<file path="src/design/toy_register_machine_execute_macros.svh">
// assertion macros shared by the register machine rtl
// no dependencies
`ifndef TOY_REGISTER_MACHINE_EXECUTE_MACROS_SVH
`define TOY_REGISTER_MACHINE_EXECUTE_MACROS_SVH
`ifndef ASSERT_OFF
`define ASSERT_CLK(lbl, ck, rs, prop, msg) \
  lbl: assert property (@(posedge ck) disable iff (rs) prop) else $error(msg);
`define ASSERT_NEVER(lbl, ck, rs, expr, msg) \
  lbl: assert property (@(posedge ck) disable iff (rs) !(expr)) else $error(msg);
`else
`define ASSERT_CLK(lbl, ck, rs, prop, msg)
`define ASSERT_NEVER(lbl, ck, rs, expr, msg)
`endif
`endif

</file>
<file path="src/design/trme_pkg.sv">
// shared types and constants of the register machine execute block
// no dependencies
package trme_pkg;
  localparam int DATA_WORDS_DEF = 1024;
  localparam int REGISTER_COUNT_DEF = 11;
  localparam int PROGRAM_WORDS = 1024;
  localparam int PLEN_W = 11;
  localparam int PC_W = 10;
  localparam int XLEN = 32;
  localparam int IN_W = 72;
  localparam int OUT_W = 80;
  localparam logic REG_PROGRAM_LENGTH = 1'b0;

  typedef enum logic [3:0] {
    OP_NOP = 4'd0, OP_ADD = 4'd1, OP_SUB = 4'd2, OP_DIV = 4'd3, OP_MUL = 4'd4,
    OP_MOV = 4'd5, OP_BRZ = 4'd6, OP_BRNZ = 4'd7, OP_IBRZ = 4'd8, OP_BLZ = 4'd9,
    OP_LOADM = 4'd10, OP_STOREM = 4'd11, OP_LOADI = 4'd12, OP_WRITE = 4'd13,
    OP_READ = 4'd14, OP_EXIT = 4'd15
  } op_t;

  typedef enum logic [1:0] {
    ST_OK = 2'd0, ST_DIV0 = 2'd1, ST_BAD_REG = 2'd2, ST_BAD_ADDR = 2'd3
  } stat_t;

  typedef struct packed {
    logic clr;
    logic load;
    logic rd;
    logic ex;
    logic div_start;
    logic wb;
  } ctl_t;

  typedef struct packed {
    logic clr_last;
    logic need_div;
    logic div_done;
    logic out_free;
  } sts_t;
endpackage

</file>
<file path="src/design/trme_ctrl.sv">
// controller state machine: memory clear sweep and per-item sequencing
// depends on trme_pkg and the assertion macros
`include "toy_register_machine_execute_macros.svh"
module trme_ctrl (
  input  logic           clk,
  input  logic           rst,
  input  logic           s_tvalid,
  output logic           s_tready,
  output trme_pkg::ctl_t ctl,
  input  trme_pkg::sts_t sts
);
  import trme_pkg::*;

  typedef enum logic [5:0] {
    S_CLEAR = 6'b000001,
    S_IDLE  = 6'b000010,
    S_RD    = 6'b000100,
    S_EX    = 6'b001000,
    S_DV    = 6'b010000,
    S_WB    = 6'b100000
  } state_t;

  state_t state;
  state_t state_next;

  assign s_tready = state == S_IDLE;

  always_comb begin
    state_next = state;
    ctl = '0;
    case (state)
      S_CLEAR: begin
        ctl.clr = 1'b1;
        if (sts.clr_last) state_next = S_IDLE;
      end
      S_IDLE: begin
        ctl.load = s_tvalid;
        if (s_tvalid) state_next = S_RD;
      end
      S_RD: begin
        ctl.rd = 1'b1;
        state_next = S_EX;
      end
      S_EX: begin
        ctl.ex = 1'b1;
        ctl.div_start = sts.need_div;
        state_next = sts.need_div ? S_DV : S_WB;
      end
      S_DV: begin
        if (sts.div_done) state_next = S_WB;
      end
      S_WB: begin
        ctl.wb = sts.out_free;
        if (sts.out_free) state_next = S_IDLE;
      end
      default: state_next = S_CLEAR;
    endcase
  end

  always_ff @(posedge clk) begin
    if (rst) state <= S_CLEAR;
    else state <= state_next;
  end

  `ASSERT_CLK(a_accept_reads, clk, rst, (s_tvalid && s_tready) |=> (state == S_RD), "accepted item not read")
  `ASSERT_NEVER(a_wb_blocked, clk, rst, ctl.wb && !sts.out_free, "result written over pending one")
  `ASSERT_NEVER(a_div_stray, clk, rst, sts.div_done && (state != S_DV), "divider done outside wait")
endmodule

</file>
<file path="config.mk">
export PLATFORM = sky130hd
export DESIGN_NAME = trme_ctrl
export DESIGN_NICKNAME = d
export VERILOG_FILES = /design/src/design/trme_pkg.sv /design/src/design/trme_ctrl.sv
export VERILOG_INCLUDE_DIRS = /design/src /design/src/design
export SDC_FILE = /design/constraint.sdc
export NUM_CORES = 1
export LEC_CHECK = 0
export BUFFER_PORTS_ARGS = -buffer_cell sky130_fd_sc_hd__buf_4
export CORE_UTILIZATION = 25
export DETAILED_ROUTE_END_ITERATION = 16
export MAX_ROUTING_LAYER = met4
export PLACE_DENSITY = 0.45
export SETUP_SLACK_MARGIN = 0.15
export SLEW_MARGIN = 5
export SYNTH_ARGS = -nofsm -noshare
export SYNTH_HDL_FRONTEND = slang
export SYNTH_SLANG_ARGS = --single-unit
</file>
<file path="constraint.sdc">
create_clock -name clk -period 1.8 [get_ports clk]
set_input_delay 0 -clock clk [delete_from_list [all_inputs] [get_ports clk]]
set_output_delay 0 -clock clk [all_outputs]
set_load 0.02 [all_outputs]
</file>
==> results of run 1 <==
-- cells by family (layout without fill, tap and decap cells) --
kind of cell    Yosys count  in the layout
buf+inv                   3             26
simple gates             24             24
compound gates           11             11
flops                     6              6
-- final cells by class --
class	count	area, um2	area share (%)
Inverter	2	7.51	1.20
Timing Repair Buffer	21	164	26.3
Tap cell	15	18.8	3.01
Sequential cell	6	124	19.9
Multi-Input combinational cell	35	287	46.0
Clock buffer	3	22.5	3.61
-- timing repair --
item | 4_1_cts | 5_1_grt
resized for setup | 6 | 5
hold endpoints to repair | 4 | 0
setup endpoints to repair | 7 | 9
pin swaps | 5 | 2
hold buffers | 1 | 0
setup buffers | 1 | 1
-- worst max-delay path, cell delays in order (launching register included) --
cell      delay, ns
dfxtp_2        0.31
or4_4          0.56
or4b_4         0.53
o211ai_4       0.13
a211oi_2       0.10
-- final timing paths --
| kind | cells after the start | slack, ns | to |
|---|---|---|---|
| max | 4 | 0.05 | state[1] |
| min | 3 | 0.05 | state[4] |
| max reg2reg | 4 | 0.05 | state[1] |
| min reg2reg | 2 | 0.67 | state[3] |
-- metal layers --
metal  wire length, um  share of wire, %  GRT usage (%)
met1               461                44           16.8
met2               523                50           25.0
met5                 0                 0              -
met3                57               5.5           2.17
met4                 0                 0           8.06
-- metrics by stage --
stage               worst slack (ns)  instance area, um2  power (W)  cells
floorplan                      0.103                 389   0.000207     44
detailed placement            0.0217                 536   0.000248     76
global placement              0.0462                 536   0.000249     76
finish                        0.0484                 623   0.000385     82
global route                 0.00186                 623   0.000404     82
CTS                           0.0368                 601   0.000379     81
-- synthesized netlist by cell type --
| cell type | n | area share [%] |
|---|---|---|
| o21ai_0 | 1 | 1.3 |
| o31a_1 | 1 | 2.3 |
| nor2_1 | 4 | 3.9 |
| or3_1 | 1 | 1.6 |
| nor4b_1 | 1 | 2.3 |
| o22a_1 | 1 | 2.3 |
| or4_4 | 2 | 5.8 |
| o21a_1 | 1 | 1.9 |
| or4b_1 | 1 | 2.6 |
| nand2b_1 | 4 | 6.5 |
| inv_1 | 2 | 1.9 |
| nor4_1 | 1 | 1.6 |
| or4_1 | 1 | 1.9 |
| a211oi_2 | 1 | 3.2 |
| o22ai_1 | 1 | 1.6 |
| nand2_1 | 2 | 1.9 |
| o21bai_1 | 1 | 1.9 |
| a311oi_1 | 1 | 2.3 |
| buf_4 | 1 | 1.9 |
| a21oi_1 | 2 | 2.6 |
| and2_1 | 2 | 3.2 |
| nor3b_1 | 4 | 7.8 |
| or3_4 | 1 | 2.9 |
| o211ai_2 | 1 | 3.2 |
| dfxtp_1 | 6 | 31 |
-- where the power goes --
| group | internal, W | total, W | leakage [nW] | switching [W] |
|---|---|---|---|---|
| sequential | 0.000141 | 0.000148 | 0.0493 | 0.00000643 |
| combinational | 0.0000596 | 0.000116 | 0.194 | 0.0000567 |
| clock | 0.0000752 | 0.000121 | 0.0138 | 0.0000454 |
==> impl_metrics.yaml, run 1 <==
run_status:
  status: "finished, final reports clean"
clock_tree:
  clock_latency_ns: 0.24
  path_clk_slew_ns: 0.04
  htreeDepth: 1
  numClockSinks: 6
  clk_path_buf_depth: 2
  root_buffer: "clkbuf_4"
  numCtsBuffers: 3
  cts_tree: "built"
synthesis:
  synthSimpleGateAreaFrac_pct: 42.2
  ys_seq_area_share_pct: 31.2
  synthMuxAreaShare_pct: 0
  syn-num-nets: 51
  synth.avg_cell_area_um2: 8.76
  ys_types: 25
  synth_compound_area_share_pct: 22.7
  yosys_warnings: 0
  synth_cells: 44
  synthXorXnorAreaFrac_pct: 0
  syn-cell-area_um2: 385
  ys_seq_elements: 6
  synth_top_family_by_area: "simple AND/OR/NAND/NOR gates"
  synthAdderAreaFrac_pct: 0
layout:
  top_register: "state"
  top_regs: "state x6"
  final_cell_mix: "buf_4 (19), nand2b_1 (4)"
  final_common_cell: "buf_4"
  fin_util_pct: 45.6
  layout.nets: 76
  fillCellCount: 153
  post_route_cells_drive_above_1_share_pct: 55.2
  area_growth_syn_to_layout_pct: 61.7
  n_antenna_cell: 0
  largest_reg_flops: 6
drt:
  first_iter_violations: 3
  vias: 416
  wl_per_cell_um: 12.7
  drtAntennaViolNets: 0
  drcViolationCount: 0
  wl_mm: 1.04
  vias_per_cell: 5.07
  dr.pass1.iters: 2
sta:
  setup_tns_ns: 0
  clock-skew-final_ns: 0.000192
  setup_violations: 0
  hold_viol: 0
  timing.fmax_mhz: 571
  whs_ns: 0.0456
  period_share_pct: 97.3
  slew_headroom_pct: 80.2
  tightest_slew_ns: 0.296
  period_minus_slack_ns: 1.75
  maxSlewViolCount: 0
  rsz0062_at_grt: "true"
setup_path:
  path_max_fanout: 4
  critPathRequiredTime_ns: 1.91
  crit_type: "reg -> reg"
  worstPathArrival_ns: 1.86
  cp-startpoint: "state[3]"
  reg2reg_from: "state[3]"
  start_kind: "register"
  end_kind: "register"
floorplan:
  row_count: 13
  initial_core_util_pct: 28.2
  io-pin-count: 14
  core_um2: 1370
  fp.dieArea_um2: 1700
  dieWidth_um: 41.3
  die-height_um: 41.3
grt:
  grt_overflow: 0
  grt_max_degree: 8
  grt_pass1_wl_mm: 1.59
  grt_pass1_vias: 399
  grt_usage_pct: 14.9
  antenna_found_initial: 0
placed_design:
  dp_hpwl_um: 817
  gp_congestion: 0.738
  portBuffers: 13
power_and_ir_drop:
  powerDensity_nw_per_um2: 617
  p_leak_nw: 0.257
  ir_drop_uv: 380
flow_run:
  cap_violations: 0
hold_path:
  hold_start: "sts[2]"
  hp-class: "in -> reg"
Note: power is estimated with default switching activity, not from simulation.
==> run 2: changes to the inputs <==
--- a/config.mk
+++ b/config.mk
@@ -7,10 +7,12 @@
 export NUM_CORES = 1
 export LEC_CHECK = 0
 export BUFFER_PORTS_ARGS = -buffer_cell sky130_fd_sc_hd__buf_4
+export CORE_MARGIN = 8
 export CORE_UTILIZATION = 25
 export DETAILED_ROUTE_END_ITERATION = 16
 export MAX_ROUTING_LAYER = met4
 export PLACE_DENSITY = 0.45
+export RECOVER_POWER = 25
 export SETUP_SLACK_MARGIN = 0.15
 export SLEW_MARGIN = 5
 export SYNTH_ARGS = -nofsm -noshare
==> impl_metrics.yaml, run 2 (synthesized netlist as in run 1, its figures left out) <==
drt:
  wl_mm: 1.11
  drcViolationCount: 0
  highest_layer: "met4"
  drtAntennaViolNets: 0
  vias_per_cell: 5.32
  met2_length_um: 531
  vias: 447
  met1_length_um: 500
  wl_met3_um: 68
  dr.pass1.iters: 4
  first_iter_violations: 8
  wl_per_cell_um: 13.2
floorplan:
  die-height_um: 55.3
  initial_core_util_pct: 26.2
  io-pin-count: 14
  core_um2: 1470
  row_count: 14
  fp.dieArea_um2: 3050
  dieWidth_um: 55.3
layout:
  seqCellArea_um2: 128
  area_growth_syn_to_layout_pct: 65.3
  multi_input_area_um2: 288
  fillCellCount: 158
  top_register: "state"
  final_common_cell: "buf_4"
  post_route_cells_drive_above_1_share_pct: 57.4
  n_antenna_cell: 0
  top_regs: "state x6"
  final_cell_mix: "buf_4 (20), nand2b_1 (4), nor3b_1 (3), clkbuf_4 (3), dfxtp_2 (3)"
  stdcell_area_um2: 637
  fin_cells: 84
  layout.nets: 77
  largest_reg_flops: 6
sta:
  slew_headroom_pct: 82.8
  maxSlewViolCount: 0
  hold_viol: 0
  period_share_pct: 99.2
  worst_slack_ns: 0.0152
  timing.fmax_mhz: 560
  period_minus_slack_ns: 1.78
  setup_tns_ns: 0
  setup_violations: 0
  tightest_slew_ns: 0.254
  clock-skew-final_ns: 0.00532
  rsz0062_at_grt: "true"
power_and_ir_drop:
  swShare_pct: 28.0
  p_leak_nw: 0.264
  pwr-share-clk_pct: 32.2
  internal_power_w: 0.000270
  p_sw_w: 0.000105
  ir_drop_uv: 401
  comb_power_share_pct: 28.4
  powerDensity_nw_per_um2: 589
  p_total_w: 0.000375
  pwr-share-seq_pct: 39.4
grt:
  grt_usage_pct: 6.92
  grt_max_degree: 8
  antenna_found_initial: 0
  grt_overflow: 0
  grt_pass1_wl_mm: 1.75
  grt_pass1_vias: 407
clock_tree:
  htreeDepth: 1
  clock_latency_ns: 0.24
  numCtsBuffers: 3
  numClockSinks: 6
  clk_path_buf_depth: 2
  root_buffer: "clkbuf_4"
  path_clk_slew_ns: 0.05
  cts_tree: "built"
setup_path:
  end_kind: "register"
  crit_type: "reg -> reg"
  cp-startpoint: "state[3]"
  path_max_fanout: 4
  critPathRequiredTime_ns: 1.92
  start_kind: "register"
  reg2reg_from: "state[3]"
  worstPathArrival_ns: 1.90
placed_design:
  gp_congestion: 0.749
  dp_slack_ns: 0.0191
  dp_cells: 76
  dp_hpwl_um: 820
  dpl_cell_area_um2: 529
  portBuffers: 13
run_status:
  status: "finished, final reports clean"
flow_run:
  cap_violations: 0
hold_path:
  hold_start: "sts[2]"
  hp-class: "in -> reg"
-- run 2: changes by cell type in the layout (fill, tap and decap cells not counted), sizes merged --
cell,change
buf,+1
-- run 2: per-stage QoR --
step	hold slack (ns)	util (%)
final	0.0424	43.3
after global routing	0.0674	43.3
after CTS	0.0402	40.1
after detailed placement	0.229	36.0
after global placement	0.228	36.0
after floorplan	0.0646	-
-- run 2: area by class of cell --
cell class	count	share of cell area, %
multi-input combinational	35	45.2
timing repair buffer	22	26.9
sequential	6	20.0
clock buffer	3	3.54
tap	16	3.14
inverter	2	1.18
-- run 2: power groups by stage --
stage / sequential, W / combinational [W] / clock, W
3_5_place_dp: 0.000151 / 0.0000899 / 0
4_1_cts: 0.000147 / 0.000103 / 0.000127
2_1_floorplan: 0.000149 / 0.0000580 / 0
3_3_place_gp: 0.000151 / 0.0000926 / 0
5_1_grt: 0.000149 / 0.000115 / 0.000137
6_report: 0.000148 / 0.000106 / 0.000121
-- run 2: path summary, 6_finish.rpt --
path | slack, ns | endpoint | cells past startpoint
worst min-delay path | 0.04 | state[4] | 3
worst max register to register | 0.02 | state[1] | 4
worst max-delay path | 0.02 | state[1] | 4
worst min register to register | 0.63 | state[0] | 2
-- run 2: what timing repair did --
action                                 CTS  global route
endpoints found under the hold margin    4             0
resized for setup                        6             8
pin swaps                                6             6
setup endpoints to repair                6            10
buffers inserted                         1             3
cloned                                   0             0
hold buffers                             1             0
-- run 2: layer usage --
metal  vias to the layer above  global-route usage (%)
li1                        220                       -
met1                       211                    7.34
met2                        14                    10.6
met3                         2                    2.05
met4                         0                    5.28
met5                         -                       -
-- run 2: critical path, stage by stage (launching register included) --
cell	delay [ns]
dfxtp_2	0.32
or4_4	0.57
or4b_4	0.54
o211ai_4	0.13
a211oi_2	0.10
==> run 3: changes to the inputs <==
--- a/config.mk
+++ b/config.mk
@@ -6,6 +6,7 @@
 export SDC_FILE = /design/constraint.sdc
 export NUM_CORES = 1
 export LEC_CHECK = 0
+export ABC_AREA = 1
 export BUFFER_PORTS_ARGS = -buffer_cell sky130_fd_sc_hd__buf_4
 export CORE_MARGIN = 8
 export CORE_UTILIZATION = 25
==> impl_metrics.yaml, run 3 <==
drt:
  wl_um: 955
  wl_per_cell_um: 10.7
  drcViolationCount: 0
  drtAntennaViolNets: 0
  vias: 416
  vias_per_cell: 4.67
  first_iter_violations: 7
  dr.pass1.iters: 4
sta:
  period_minus_slack_ns: 1.41
  timing.fmax_mhz: 708
  setup_violations: 0
  clock-skew-final_ns: 0.00212
  setup_tns_ns: 0
  tightest_slew_ns: 0.380
  slew_headroom_pct: 74.6
  maxSlewViolCount: 0
  period_share_pct: 78.4
  rsz0062_at_grt: "false"
  hold_viol: 0
clock_tree:
  clock_latency_ns: 0.25
  clk_path_buf_depth: 2
  path_clk_slew_ns: 0.05
  numCtsBuffers: 3
  root_buffer: "clkbuf_4"
  htreeDepth: 1
  numClockSinks: 6
  cts_tree: "built"
grt:
  grt_max_degree: 9
  grt_overflow: 0
  grt_pass1_wl_mm: 1.55
  antenna_found_initial: 0
  grt_pass1_vias: 363
  grt_usage_pct: 7.65
power_and_ir_drop:
  p_leak_nw: 0.287
  ir_drop_uv: 305
  p_total_w: 0.000403
  powerDensity_nw_per_um2: 792
layout:
  n_antenna_cell: 0
  fin_cells: 89
  top_register: "state"
  post_route_cells_drive_above_1_share_pct: 28.8
  fillCellCount: 159
  layout.nets: 82
  final_cell_mix: "inv_1 (13), buf_4 (13), nor2_1 (9)"
  seqCellArea_um2: 120
  top_regs: "state x6"
  largest_reg_flops: 6
  area_growth_syn_to_layout_pct: 34.3
  multi_input_area_um2: 186
synthesis:
  ys_seq_elements: 6
  synth-main-ff-cell: "dfxtp_1"
  synth.avg_cell_area_um2: 6.65
  ys_seq_area_share_pct: 31.7
  yosys_warnings: 0
  synth_most_common_cell: "inv_1"
  synth_area_leaders: "dfxtp_1 (32%), inv_1 (13%), nand4_1 (9.9%)"
  syn-num-nets: 64
  synth_cells: 57
  ys_async_sr_fraction_pct: 0
  synth_commonest_cells: "inv_1 (13), nor2_1 (8), dfxtp_1 (6), nand2_1 (6), nand4_1 (6)"
  yosysTopAreaCellShare_pct: 31.7
  syn-cell-area_um2: 379
  yosysTopAreaCell: "dfxtp_1"
  ys_types: 15
  synth-edff-count: 0
flow_run:
  cap_violations: 0
setup_path:
  critPathRequiredTime_ns: 1.80
  path_cells: "nor2_1 > nand3_1 > inv_2 > nand2_1 > inv_1 > buf_4"
  crit_type: "reg -> out"
  crit_family: "simple AND/OR/NAND/NOR gates"
  rrSetupSlack_ns: 0.53
  crit_buf_inv: 3
  start_kind: "register"
  end_kind: "output pin"
  path_max_fanout: 6
  worstPathArrival_ns: 1.41
  slowest_stage: "dfxtp_1"
  cpPeakStageDelay_ns: 0.32
floorplan:
  core_um2: 1470
  row_count: 14
  io-pin-count: 14
  fp.dieArea_um2: 3020
  dieWidth_um: 54.9
  initial_core_util_pct: 25.8
  die-height_um: 54.9
placed_design:
  dp_hpwl_um: 766
  portBuffers: 13
  dp_cells: 85
  gp_congestion: 0.753
hold_path:
  hp-class: "in -> reg"
run_status:
  status: "finished, final reports clean"
[run 3: stage by stage]
step                      setup slack [ns]  cell area, um2  hold WS, ns  utilization, %
after CTS                            0.557             522       0.0376            35.5
after global routing                 0.239             509       0.0518            34.6
after floorplan                      0.809             379       0.0624               -
after detailed placement             0.735             489        0.221            33.2
final                                0.388             509       0.0341            34.6
after global placement               0.730             489        0.221            33.2
[run 3: cell type report]
cell class	instances	area share, %
Multi-Input combinational cell	36	36.6
Timing Repair Buffer	14	21.1
Clock buffer	3	4.42
Inverter	14	10.3
Tap cell	16	3.93
Sequential cell	6	23.6
[run 3: logic make-up after synthesis]
logic type,Yosys count,synth area share [%]
flops,6,31.7
simple gates,30,43.6
buf+inv,15,15.8
compound gates,6,8.91
[run 3: final timing paths]
check | from | end | cells after the start
worst max-delay path | state[0] | ctl[1] | 6
worst min-delay path | sts[2] | state[4] | 3
worst max register to register | state[0] | state[5] | 5
worst min register to register | state[2] | state[3] | 2
[run 3: routing by layer]
metal  share of wire, %  GRT usage [%]  up-vias  wire, um
met1                 53           9.22      180       502
met2                 37           9.43       17       356
met5                  0              -        -         0
met4                2.5           6.00        0        24
met3                7.4           3.48        4        71
li1                   -              -      215         -
[run 3: worst register-to-register path: cells and delay by family, from the launching register on]
kind            cells  cell delay, ns
compound gates      2            0.29
simple gates        3            0.60
flops               1            0.32
[run 3: timing repair]
item                                   CTS  global route
endpoints found under the hold margin    5             0
resized for setup                        0             0
buffers inserted                         0             0
hold buffers                             1             0
[run 3: power breakdown]
| group | switching, W | total (W) | internal (W) |
|---|---|---|---|
| sequential | 0.00000943 | 0.000155 | 0.000145 |
| clock | 0.0000509 | 0.000127 | 0.0000756 |
| combinational | 0.0000728 | 0.000122 | 0.0000494 |
